--- config.mk ---
export PLATFORM = sky130hd
export DESIGN_NAME = ocpm_mix_unit
export DESIGN_NICKNAME = d
export VERILOG_FILES = /design/src/hdl/ocpm_pkg.sv /design/src/hdl/ocpm_mix_unit.sv
export SDC_FILE = /design/constraint.sdc
export NUM_CORES = 1
export LEC_CHECK = 0
export BUFFER_PORTS_ARGS = -buffer_cell sky130_fd_sc_hd__buf_2
export CAP_MARGIN = 20
export CORE_MARGIN = 5
export CORE_UTILIZATION = 51
export DETAILED_ROUTE_END_ITERATION = 7
export GPL_ROUTABILITY_DRIVEN = 1
export PLACE_DENSITY = 0.88
export SLEW_MARGIN = 20
export SYNTH_ARGS = -nofsm -noshare
export SYNTH_HDL_FRONTEND = slang
export SYNTH_SLANG_ARGS = --single-unit
--- constraint.sdc ---
create_clock -name vclk -period 5.1
set_clock_uncertainty 0.15 [all_clocks]
set_input_delay 0.765 -clock vclk [all_inputs]
set_output_delay 0.765 -clock vclk [all_outputs]
set_load 0.005 [all_outputs]
--- src/hdl/ocpm_pkg.sv ---
// Shared widths, constants and register codes of the counter-based position map.
`timescale 1ns / 1ps

package ocpm_pkg;

  // Field and word widths.
  localparam int KEY_W      = 10;
  localparam int LEAF_W     = 20;
  localparam int WORD_W     = 64;
  localparam int IC_W       = 8;
  localparam int LIMIT_W    = 9;
  localparam int LBITS_W    = 5;
  localparam int KCOUNT_W   = 11;
  localparam int CFG_IDX_W  = 2;

  // Stream packing.
  localparam int IN_TDATA_W  = 16;
  localparam int OUT_FIELD_W = 4 * LEAF_W + KEY_W;
  localparam int OUT_TDATA_W = ((OUT_FIELD_W + 7) / 8) * 8;
  localparam int OUT_PAD_W   = OUT_TDATA_W - OUT_FIELD_W;
  localparam int OUT_TUSER_W = 2;

  // Default storage geometry.
  localparam int DEF_MAX_KEYS   = 1024;
  localparam int DEF_GROUP_SIZE = 8;

  // Golden-ratio constant of the hash combine.
  localparam logic [WORD_W-1:0] MIX_CONST = 64'h0000_0000_9e37_79b9;

  // Register values after reset.
  localparam logic [WORD_W-1:0]   SEED_RST   = '0;
  localparam logic [LIMIT_W-1:0]  LIMIT_RST  = 9'd256;
  localparam logic [LBITS_W-1:0]  LBITS_RST  = 5'd10;
  localparam logic [KCOUNT_W-1:0] KCOUNT_RST = 11'd1024;

  typedef enum logic [CFG_IDX_W-1:0] {
    CFG_HASH_SEED     = 2'd0,
    CFG_COUNTER_LIMIT = 2'd1,
    CFG_LEAF_BITS     = 2'd2,
    CFG_KEY_COUNT     = 2'd3
  } cfg_reg_t;

endpackage

--- src/hdl/ocpm_mix_unit.sv ---
// Shared 64-bit hash-combine step used for every leaf computation.
`timescale 1ns / 1ps

module ocpm_mix_unit (
  input  logic [ocpm_pkg::WORD_W-1:0] v,
  input  logic [ocpm_pkg::WORD_W-1:0] x,
  output logic [ocpm_pkg::WORD_W-1:0] y
);
  import ocpm_pkg::*;

  logic [WORD_W-1:0] sum;

  // v ^ (x + C + (v << 6) + (v >> 2)), all modulo 2^64.
  assign sum = x + MIX_CONST + (v << 6) + (v >> 2);
  assign y   = v ^ sum;

endmodule

# Word-level counts from Yosys, hierarchy flattened
# Cells that the tools add are included.
[op_classes]
addsub = 3
bitwise_logic = 1
[op_table]
columns = ["op", "n"]
rows = [
  ["64-bit by 32-bit adder with 64-bit output (second input constant)", 1],
  ["64-bit by 62-bit adder with 64-bit output", 1],
  ["64-bit adder", 1],
  ["64-bit XOR", 1],
]
[totals]
regBits = 0
input_bits = 128
output_inout_bits = 64

# Logic depth before layout (Yosys ltp)
# Gate-level depths: netlist (run 1).
[logic_depth]
ltp_word = 4
mapped_depth = 16
ltp_nobuf = 16

# Worst setup path after synthesis (run 1)
# Ideal clock, no wire load.
[synth_path]
path_type = "input to output"
startpoint = "input v[4] in the netlist's numbering"
endpoint = "output y[56] in the netlist's numbering"
arrival_time_ns = 3.805
required_time_ns = 4.185
slack_ns = 0.380
path_stages = 15
n_path_buf = 1
path_cell_list = "inv_1 > fa_1 > inv_1 > fa_1 > ha_1 > buf_2 > a21o_1 > nor2b_4 > nor4_4 > a21o_2 > a21oi_4 > a211oi_2 > o21ai_2 > or4_1 > o211a_1"
[synth_via]
elab_chain_len = 3
[synth_lines]
columns = ["item", "line", "rtl"]
rows = [
  ["start: declaration", "ocpm_mix_unit.sv:5", "input logic [ocpm_pkg::WORD_W-1:0] v,"],
  ["64-bit adder", "ocpm_mix_unit.sv:14", "assign sum = x + MIX_CONST + (v << 6) + (v >> 2);"],
  ["64-bit by 62-bit adder with 64-bit output *", "ocpm_mix_unit.sv:14", ""],
  ["64-bit XOR *", "ocpm_mix_unit.sv:15", "assign y = v ^ sum;"],
  ["end: declaration", "ocpm_mix_unit.sv:7", "output logic [ocpm_pkg::WORD_W-1:0] y"],
]
# Every way passes the cells marked *; elsewhere a longest branch is shown, timed or not.

# Worst setup path after layout (run 1)
# Ends and elaborated chain as after synthesis.

==> reports/metrics.yaml, run 1 <==
detailed_routing:
  firstDrtPassIters: 6
  vias: 7748
  via_per_inst: 5.689
  detail_route.wl_per_cell_um: 17.63
  drt-initial-drc-count: 603
  postRouteAntennaNets: 0
  finalWirelength_mm: 24.01
  drc: 0
power_and_ir_drop:
  pwr_density_cell_nw_per_um2: 332.3
  ir_worst_vdd_mv: 0.2180
  leakage_uw: 0.004814
  power_uw: 3030
sta:
  worst_pin_slew_ps: 462.0
  fin_tns_setup_ps: 0
  slew_violations: 0
  fmax_mhz: 196.7
  slew_headroom_pct: 68.87
  period_share_pct: 99.68
  layout_min_cycle_time_ps: 5084
  rsz0062_at_grt: "yes"
  finalSetupViolCount: 0
  finalHoldViolations: 0
final_layout:
  layout-drive-gt1-share_pct: 30.37
  final-seq-area_um2: 0
  final_cells: 1362
  clock_buffers: 0
  stdcell_area_um2: 9120
  areaGrowthSynthToFinish_pct: 28.44
  nets: 1499
  n_antenna_cell: 0
  seq_cell_count: 0
worst_setup_path:
  cp.required_ps: 4180
  crit_arrival_ps: 4170
  cp_max_fo: 7
  crit_chain: "buf_2 > inv_2 > fa_1 > inv_2 > fa_1 > ha_4 > a21o_1 > nor2b_4 > nor4_4 > a21o_4 > a21oi_4 > a211oi_2 > o21ai_2 > or4_1 > o211a_1 > buf_2"
  critical_path_buf_inv_count: 4
  startpoint: "v[4]"
  slowest_delay_ps: 510
  criticalPathCategory: "in -> out"
  cpMaxStageDelayCell: "or4_1"
  startpoint_type: "input port"
  critPathTopFamily: "adder cells"
  end_kind: "output port"
synthesis:
  synth_area_um2: 7101
  synth_nets: 1266
  netlist_instances: 951
  yosys.area.top_type: "ha_1"
  ys_types: 65
  synth_most_common_cell: "inv_1"
  syn_area_per_cell_um2: 7.466
  yosys_warnings: 0
  synth_top_area_share_pct: 22.91
  netlist_top_cells_count: "211 x inv_1, 130 x ha_1, 89 x xnor2_1"
  yosys-top-cells-area: "ha_1 23%, fa_1 16%, inv_1 11%"
  ys_seq_area_share_pct: 0
place:
  port_buffers: 192
  place_inst: 1351
  gp_congestion: 0.9470
  dp_hpwl_mm: 20.11
  place_area_um2: 8577
min_path:
  hold_class: "in -> out"
  hp-start: "v[0]"
grt:
  antenna_found_initial: 0
  grt_usage_pct: 26.45
  grt_start_max_net_pins: 10
  grt_pass1_wl_mm: 35.90
  grt-ovfl-total: 0
  grt_pass1_vias: 7696
die:
  dieArea_um2: 16380
  num_rows: 43
  start_util_pct: 51.55
  ios: 192
  die_w_um: 128.0
  die_h_um: 128.0
  core_um2: 13770
status:
  status: "finished clean"
clock_network:
  cts_hold_buf: 0
job:
  drv_cap: 0
worst paths after layout:
kind | depth (start not counted) | slack (ps) | endpoint
setup / recovery | 16 | 20 | y[56]
hold / removal | 3 | 1650 | y[0]
stage by stage:
| step | setup slack (ps) | hold WS, ps | utilization [%] |
|---|---|---|---|
| floorplan | 379.8 | 1430 | - |
| global placement | 16.84 | 1642 | 62.27 |
| detailed placement | -10.67 | 1651 | 62.27 |
| CTS | 3.446 | 1652 | 62.68 |
| global route | -129.9 | 1673 | 66.22 |
| finish | 16.27 | 1648 | 66.22 |
where the power goes:
part	internal [uW]	total (uW)	leakage [uW]	switching, uW
logic	1420	3030	0.00481	1610
clock network	0	0	0	0
registers	0	0	0	0
total	1420	3030	0.00481	1610
tightest hold or removal path: stages:
cell	delay, ps
buf_2	100
xnor2_1	60
buf_2	120
layout make-up:
type | instances | area, um2
Fill cell | 1103 | 4653
Inverter | 211 | 797.0
Multi-Input combinational cell | 709 | 6611
Timing Repair Buffer | 262 | 1486
Tap cell | 180 | 225.2
layer usage:
metal | global-route usage [%] | wire length [um] | share of wire, %
met1 | 32.27 | 9173 | 38
met2 | 50.46 | 12030 | 50
met3 | 1.542 | 1654 | 6.9
met4 | 6.305 | 1151 | 4.8
met5 | 0 | 0 | 0
placed cells by master, fill, tap and decap left out, drive strengths merged, types with 9 or more instances in the layout:
cell	count
a31oi	9
inv	211
a21o	29
xnor2	89
nand2	54
fa	57
nand4	31
nand3	14
nor3	9
a21oi	78
buf	262
o21ai	40
ha	130
xor2	35
nor2	47
o21bai	12
cells by family after synthesis:
| family | after synthesis | synth area share (%) |
|---|---|---|
| AO/OA/AOI/OAI | 213 | 19.47 |
| XOR/XNOR | 124 | 15.30 |
| adder cells (fa/ha/maj) | 187 | 38.98 |
| buffers and inverters | 242 | 13.30 |
| AND/OR/NAND/NOR | 185 | 12.95 |
repair_timing:
action / in CTS / in global routing
setup endpoints to repair: 3 / 25
pin swaps: 3 / 34
setup buffers: 2 / 9
resized for setup: 8 / 83
(Power assumes the default switching activity.)
==> run 2: changes to the inputs <==
--- a/config.mk
+++ b/config.mk
@@ -10,8 +10,8 @@
 export CORE_MARGIN = 5
 export CORE_UTILIZATION = 51
 export DETAILED_ROUTE_END_ITERATION = 7
-export GPL_ROUTABILITY_DRIVEN = 1
-export PLACE_DENSITY = 0.88
+export GPL_ROUTABILITY_DRIVEN = 0
+export PLACE_DENSITY = 0.77
 export SLEW_MARGIN = 20
 export SYNTH_ARGS = -nofsm -noshare
 export SYNTH_HDL_FRONTEND = slang
==> run 2 against run 1 <==
Net effect: cell area grew 1.4%; setup slack improved by 57 ps; worst hold slack got worse by 3.8 ps; combinational power is essentially flat; core utilization up 0.92 points; non-clock buffer count is 2 lower; largest power group unchanged; power down 0.18%; maximum frequency rose by 1.1%.
==> reports/metrics.yaml, run 2 (synthesized netlist as in run 1, its figures left out) <==
status:
  status: "finished clean"
worst_setup_path:
  cpMostUsedCell: "buf_2"
  crit_chain: "buf_2 > inv_2 > ha_1 > fa_1 > inv_1 > ha_2 > nand4_1 > nor2_2 > a2bb2oi_2 > a41o_2 > a21oi_4 > a211oi_2 > o21ai_2 > or4_1 > o211a_1 > buf_2"
  criticalPathCategory: "in -> out"
  cp_max_fo: 6
  startpoint_type: "input port"
  slowest_delay_ps: 500
  cpMaxStageDelayCell: "fa_1"
  cp_num_cells: 16
  critPathTopFamily: "adder cells"
  critical_path_buf_inv_count: 4
  crit_arrival_ps: 4110
  cp.required_ps: 4180
  end_kind: "output port"
final_layout:
  seq_cell_count: 0
  layout_commonest_cell: "buf_2"
  clock_buffers: 0
  n_antenna_cell: 0
  layout_common_cells: "190 x buf_2, 185 x inv_1, 96 x ha_1, 89 x xnor2_1, 68 x buf_4"
  final-seq-area_um2: 0
  stdcell_area_um2: 9246
  nets: 1497
  layout-drive-gt1-share_pct: 32.12
  areaGrowthSynthToFinish_pct: 30.22
detailed_routing:
  via_per_inst: 5.484
  vias: 7458
  finalWirelength_mm: 23.04
  detail_route.wl_per_cell_um: 16.94
  postRouteAntennaNets: 0
  firstDrtPassIters: 5
  drc: 0
  drt-initial-drc-count: 509
grt:
  grt_start_max_net_pins: 10
  grt-ovfl-total: 0
  antenna_found_initial: 0
  grt_pass1_vias: 7210
  grt_pass1_wl_mm: 34.51
  grt_usage_pct: 25.40
place:
  port_buffers: 192
  place_area_um2: 8607
  dp_hpwl_mm: 19.33
sta:
  slew_violations: 0
  slew_headroom_pct: 68.77
  period_share_pct: 98.56
  finalHoldViolations: 0
  hold_ws_ps: 1645
  worst_pin_slew_ps: 463.6
  rsz0062_at_grt: "yes"
  fin_tns_setup_ps: 0
  layout_min_cycle_time_ps: 5026
  fmax_mhz: 198.9
  finalSetupViolCount: 0
power_and_ir_drop:
  pwr_density_cell_nw_per_um2: 327.1
  leakage_uw: 0.004814
  ir_worst_vdd_mv: 0.2208
die:
  ios: 192
  dieArea_um2: 16380
  core_um2: 13770
  die_w_um: 128.0
  num_rows: 43
  die_h_um: 128.0
  start_util_pct: 51.55
job:
  drv_cap: 0
min_path:
  hold_class: "in -> out"
  hold_depth: 3
-- run 2: tightest hold or removal path: stages --
cell     delay (ps)
buf_2           100
xnor2_1          50
buf_2           120
-- run 2: report_power, final --
part | switching (uW) | internal (uW)
combinational | 1600 | 1420
clock | 0 | 0
sequential | 0 | 0
-- run 2: final cells by class --
cell class | instances | area, um2
tap | 180 | 225.2
multi-input combinational | 709 | 6730
timing repair buffer | 260 | 1484
inverter | 211 | 807.0
fill | 1178 | 4527
-- run 2: stage by stage --
stage	utilization [%]	instances	setup slack (ps)	total power, uW
CTS	62.79	1356	3.800	2758
detailed placement	62.49	1355	-48.28	2721
global route	67.13	1360	-72.11	3302
finish	67.13	1360	73.53	3025
global placement	62.49	1355	5.666	2684
floorplan	-	951	379.8	1727
-- run 2: worst paths after layout --
kind / startpoint / endpoint / slack (ps)
max: v[21] / y[56] / 70
min: v[0] / y[0] / 1640
-- run 2: repair_timing --
item / CTS / global route
hold buffers: 0 / 0
endpoints found under the setup margin: 5 / 26
gates resized for setup: 5 / 118
buffers inserted: 1 / 4
pin swaps: 4 / 41
endpoints found under the hold margin: 0 / 0
-- run 2: per-layer routing --
metal	global-route usage, %	part of all wire, %
met1	33.68	41
met2	46.67	51
met3	1.417	6.5
met4	3.184	2.1
met5	0	0
==> run 3: changes to the inputs <==
--- a/config.mk
+++ b/config.mk
@@ -5,13 +5,14 @@
 export SDC_FILE = /design/constraint.sdc
 export NUM_CORES = 1
 export LEC_CHECK = 0
+export ABC_AREA = 1
 export BUFFER_PORTS_ARGS = -buffer_cell sky130_fd_sc_hd__buf_2
 export CAP_MARGIN = 20
 export CORE_MARGIN = 5
 export CORE_UTILIZATION = 51
 export DETAILED_ROUTE_END_ITERATION = 7
 export GPL_ROUTABILITY_DRIVEN = 0
-export PLACE_DENSITY = 0.77
+export PLACE_DENSITY = 0.74
 export SLEW_MARGIN = 20
 export SYNTH_ARGS = -nofsm -noshare
 export SYNTH_HDL_FRONTEND = slang
==> run 3 against run 2 <==
Net effect: clock-buffer cell count is the same; combinational power about the same; via count up 31%; largest cell class unchanged; synthesized cell count increased by 72%; setup slack better by 440 ps; cell count grew 51%; sequential share of layout area unchanged; first-iteration DRC count is 44% higher; highest routed layer is now met5.
==> reports/metrics.yaml, run 3 <==
status:
  status: "finished clean"
synthesis:
  synth_most_common_cell: "nand2_1"
  yosys.area.top_type: "nand2_1"
  ys_types: 27
  syn_area_per_cell_um2: 5.548
  synth_area_um2: 9094
  netlist_instances: 1639
  yosys-top-cells-area: "nand2_1 23%, inv_1 22%, ha_1 18%"
  netlist_top_cells_count: "559 x nand2_1, 523 x inv_1, 130 x ha_1"
  synth_nets: 1954
  ys_seq_area_share_pct: 0
  synth_top_area_share_pct: 23.07
  yosys_warnings: 0
sta:
  layout_min_cycle_time_ps: 4586
  period_share_pct: 89.92
  finalSetupViolCount: 0
  hold_ws_ps: 1644
  rsz0062_at_grt: "no"
  slew_violations: 0
  worst_pin_slew_ps: 614.7
  finalHoldViolations: 0
  worst_slack_ps: 514.0
  fmax_mhz: 218.1
  fin_tns_setup_ps: 0
  slew_headroom_pct: 58.73
detailed_routing:
  detail_route.wl_per_cell_um: 13.93
  drt-initial-drc-count: 734
  postRouteAntennaNets: 0
  vias: 9767
  firstDrtPassIters: 5
  finalWirelength_mm: 28.65
  drc: 0
  via_per_inst: 4.750
worst_setup_path:
  end_kind: "output port"
  crit_arrival_ps: 3670
  startpoint_type: "input port"
  cp_max_fo: 4
  startpoint: "v[4]"
  criticalPathCategory: "in -> out"
  cp.required_ps: 4180
clock_network:
  post_cts_buffers: 0
  cts-resized-gates: 0
  cts_hold_buf: 0
grt:
  grt_pass1_vias: 9185
  grt-ovfl-total: 0
  grt_start_max_net_pins: 6
  antenna_found_initial: 1
  grt_usage_pct: 27.29
  grt_pass1_wl_mm: 44.51
die:
  dieArea_um2: 20600
  start_util_pct: 52.21
  die_w_um: 143.5
  ios: 192
  die_h_um: 143.5
  core_um2: 17420
  num_rows: 48
power_and_ir_drop:
  leakage_uw: 0.007146
  p_seq_share_pct: 0
  pwr_density_cell_nw_per_um2: 290.2
  switchingPower_uw: 1887
  combPwrFrac_pct: 100.0
  p_sw_share_pct: 62.91
  ir_worst_vdd_mv: 0.1810
  p_clk_share_pct: 0
  internal-power_uw: 1113
final_layout:
  areaGrowthSynthToFinish_pct: 13.66
  layout_common_cells: "559 x nand2_1, 523 x inv_1, 192 x buf_2, 130 x ha_1, 91 x nor2_1"
  seq_cell_count: 0
  layout-drive-gt1-share_pct: 13.11
  layout_commonest_cell: "nand2_1"
  nets: 2148
  clock_buffers: 0
  final-seq-area_um2: 0
  n_antenna_cell: 0
place:
  dp_hpwl_mm: 26.65
  port_buffers: 192
  dp_slack_ps: 569.8
job:
  drv_cap: 0
min_path:
  hold_class: "in -> out"
  hp-start: "v[0]"
## run 3: cell count changes in the layout (fill, tap and decap cells not counted), sizes merged, moves of 34 or more
cell   before  now
a21oi      78   40
buf       260  192
inv       211  530
nand2      54  570
nand3      14   51
nor2       47  109
o21ai      40    6
xnor2      89   37
## run 3: worst max-delay path, stage by stage
cell and delay [ps]:
buf_2 120, ha_1 290, ha_1 280, ha_1 240
inv_1 80, fa_1 460, nor2_1 190, or2_1 290
nand3_1 150, nand2_1 170, nand2_1 70, nand2_1 150
nand2_1 100, nand2_1 60, nand2_1 40, nand2_1 70
inv_1 40, buf_2 110
## run 3: per-stage QoR
step	std cells	area (um2)	total power (uW)	utilization (%)
after floorplan	1639	9094	1961	-
final	2056	10340	3000	59.35
after global routing	2056	10340	3376	59.35
after detailed placement	2056	10340	2945	59.35
after global placement	2056	10340	2914	59.35
after CTS	2056	10340	2966	59.35
## run 3: cells by family (layout without fill, tap and decap cells)
| kind of cell | Yosys count | after routing | synth area share [%] |
|---|---|---|---|
| xor+xnor | 98 | 98 | 9.439 |
| fa+ha+maj | 187 | 187 | 30.43 |
| buf+inv | 530 | 722 | 21.88 |
| simple gates | 772 | 772 | 35.18 |
| compound gates | 52 | 52 | 3.068 |
## run 3: final cells by class
type	instances	area, um2
multi-input cells	1109	7104
inverters	530	1989
repair buffers	192	960.9
fillers	1857	7081
well taps	225	281.5
## run 3: path summary, 6_finish.rpt
| kind | endpoint | slack (ps) | cells past startpoint |
|---|---|---|---|
| max | y[46] | 510 | 18 |
| min | y[0] | 1640 | 3 |
## run 3: layer usage
| layer | vias up | GRT usage, % | share of wire [%] |
|---|---|---|---|
| li1 | 5100 | - | - |
| met5 | - | 0 | 0.063 |
| met3 | 24 | 3.694 | 9.6 |
| met4 | 2 | 3.419 | 1.3 |
| met2 | 357 | 44.50 | 44 |
| met1 | 4284 | 39.60 | 45 |
## run 3: power by group through the flow
stage | clock, uW | combinational (uW) | sequential, uW
global placement | 0 | 2910 | 0
CTS | 0 | 2970 | 0
finish | 0 | 3000 | 0
global route | 0 | 3380 | 0
detailed placement | 0 | 2940 | 0
floorplan | 0 | 1960 | 0
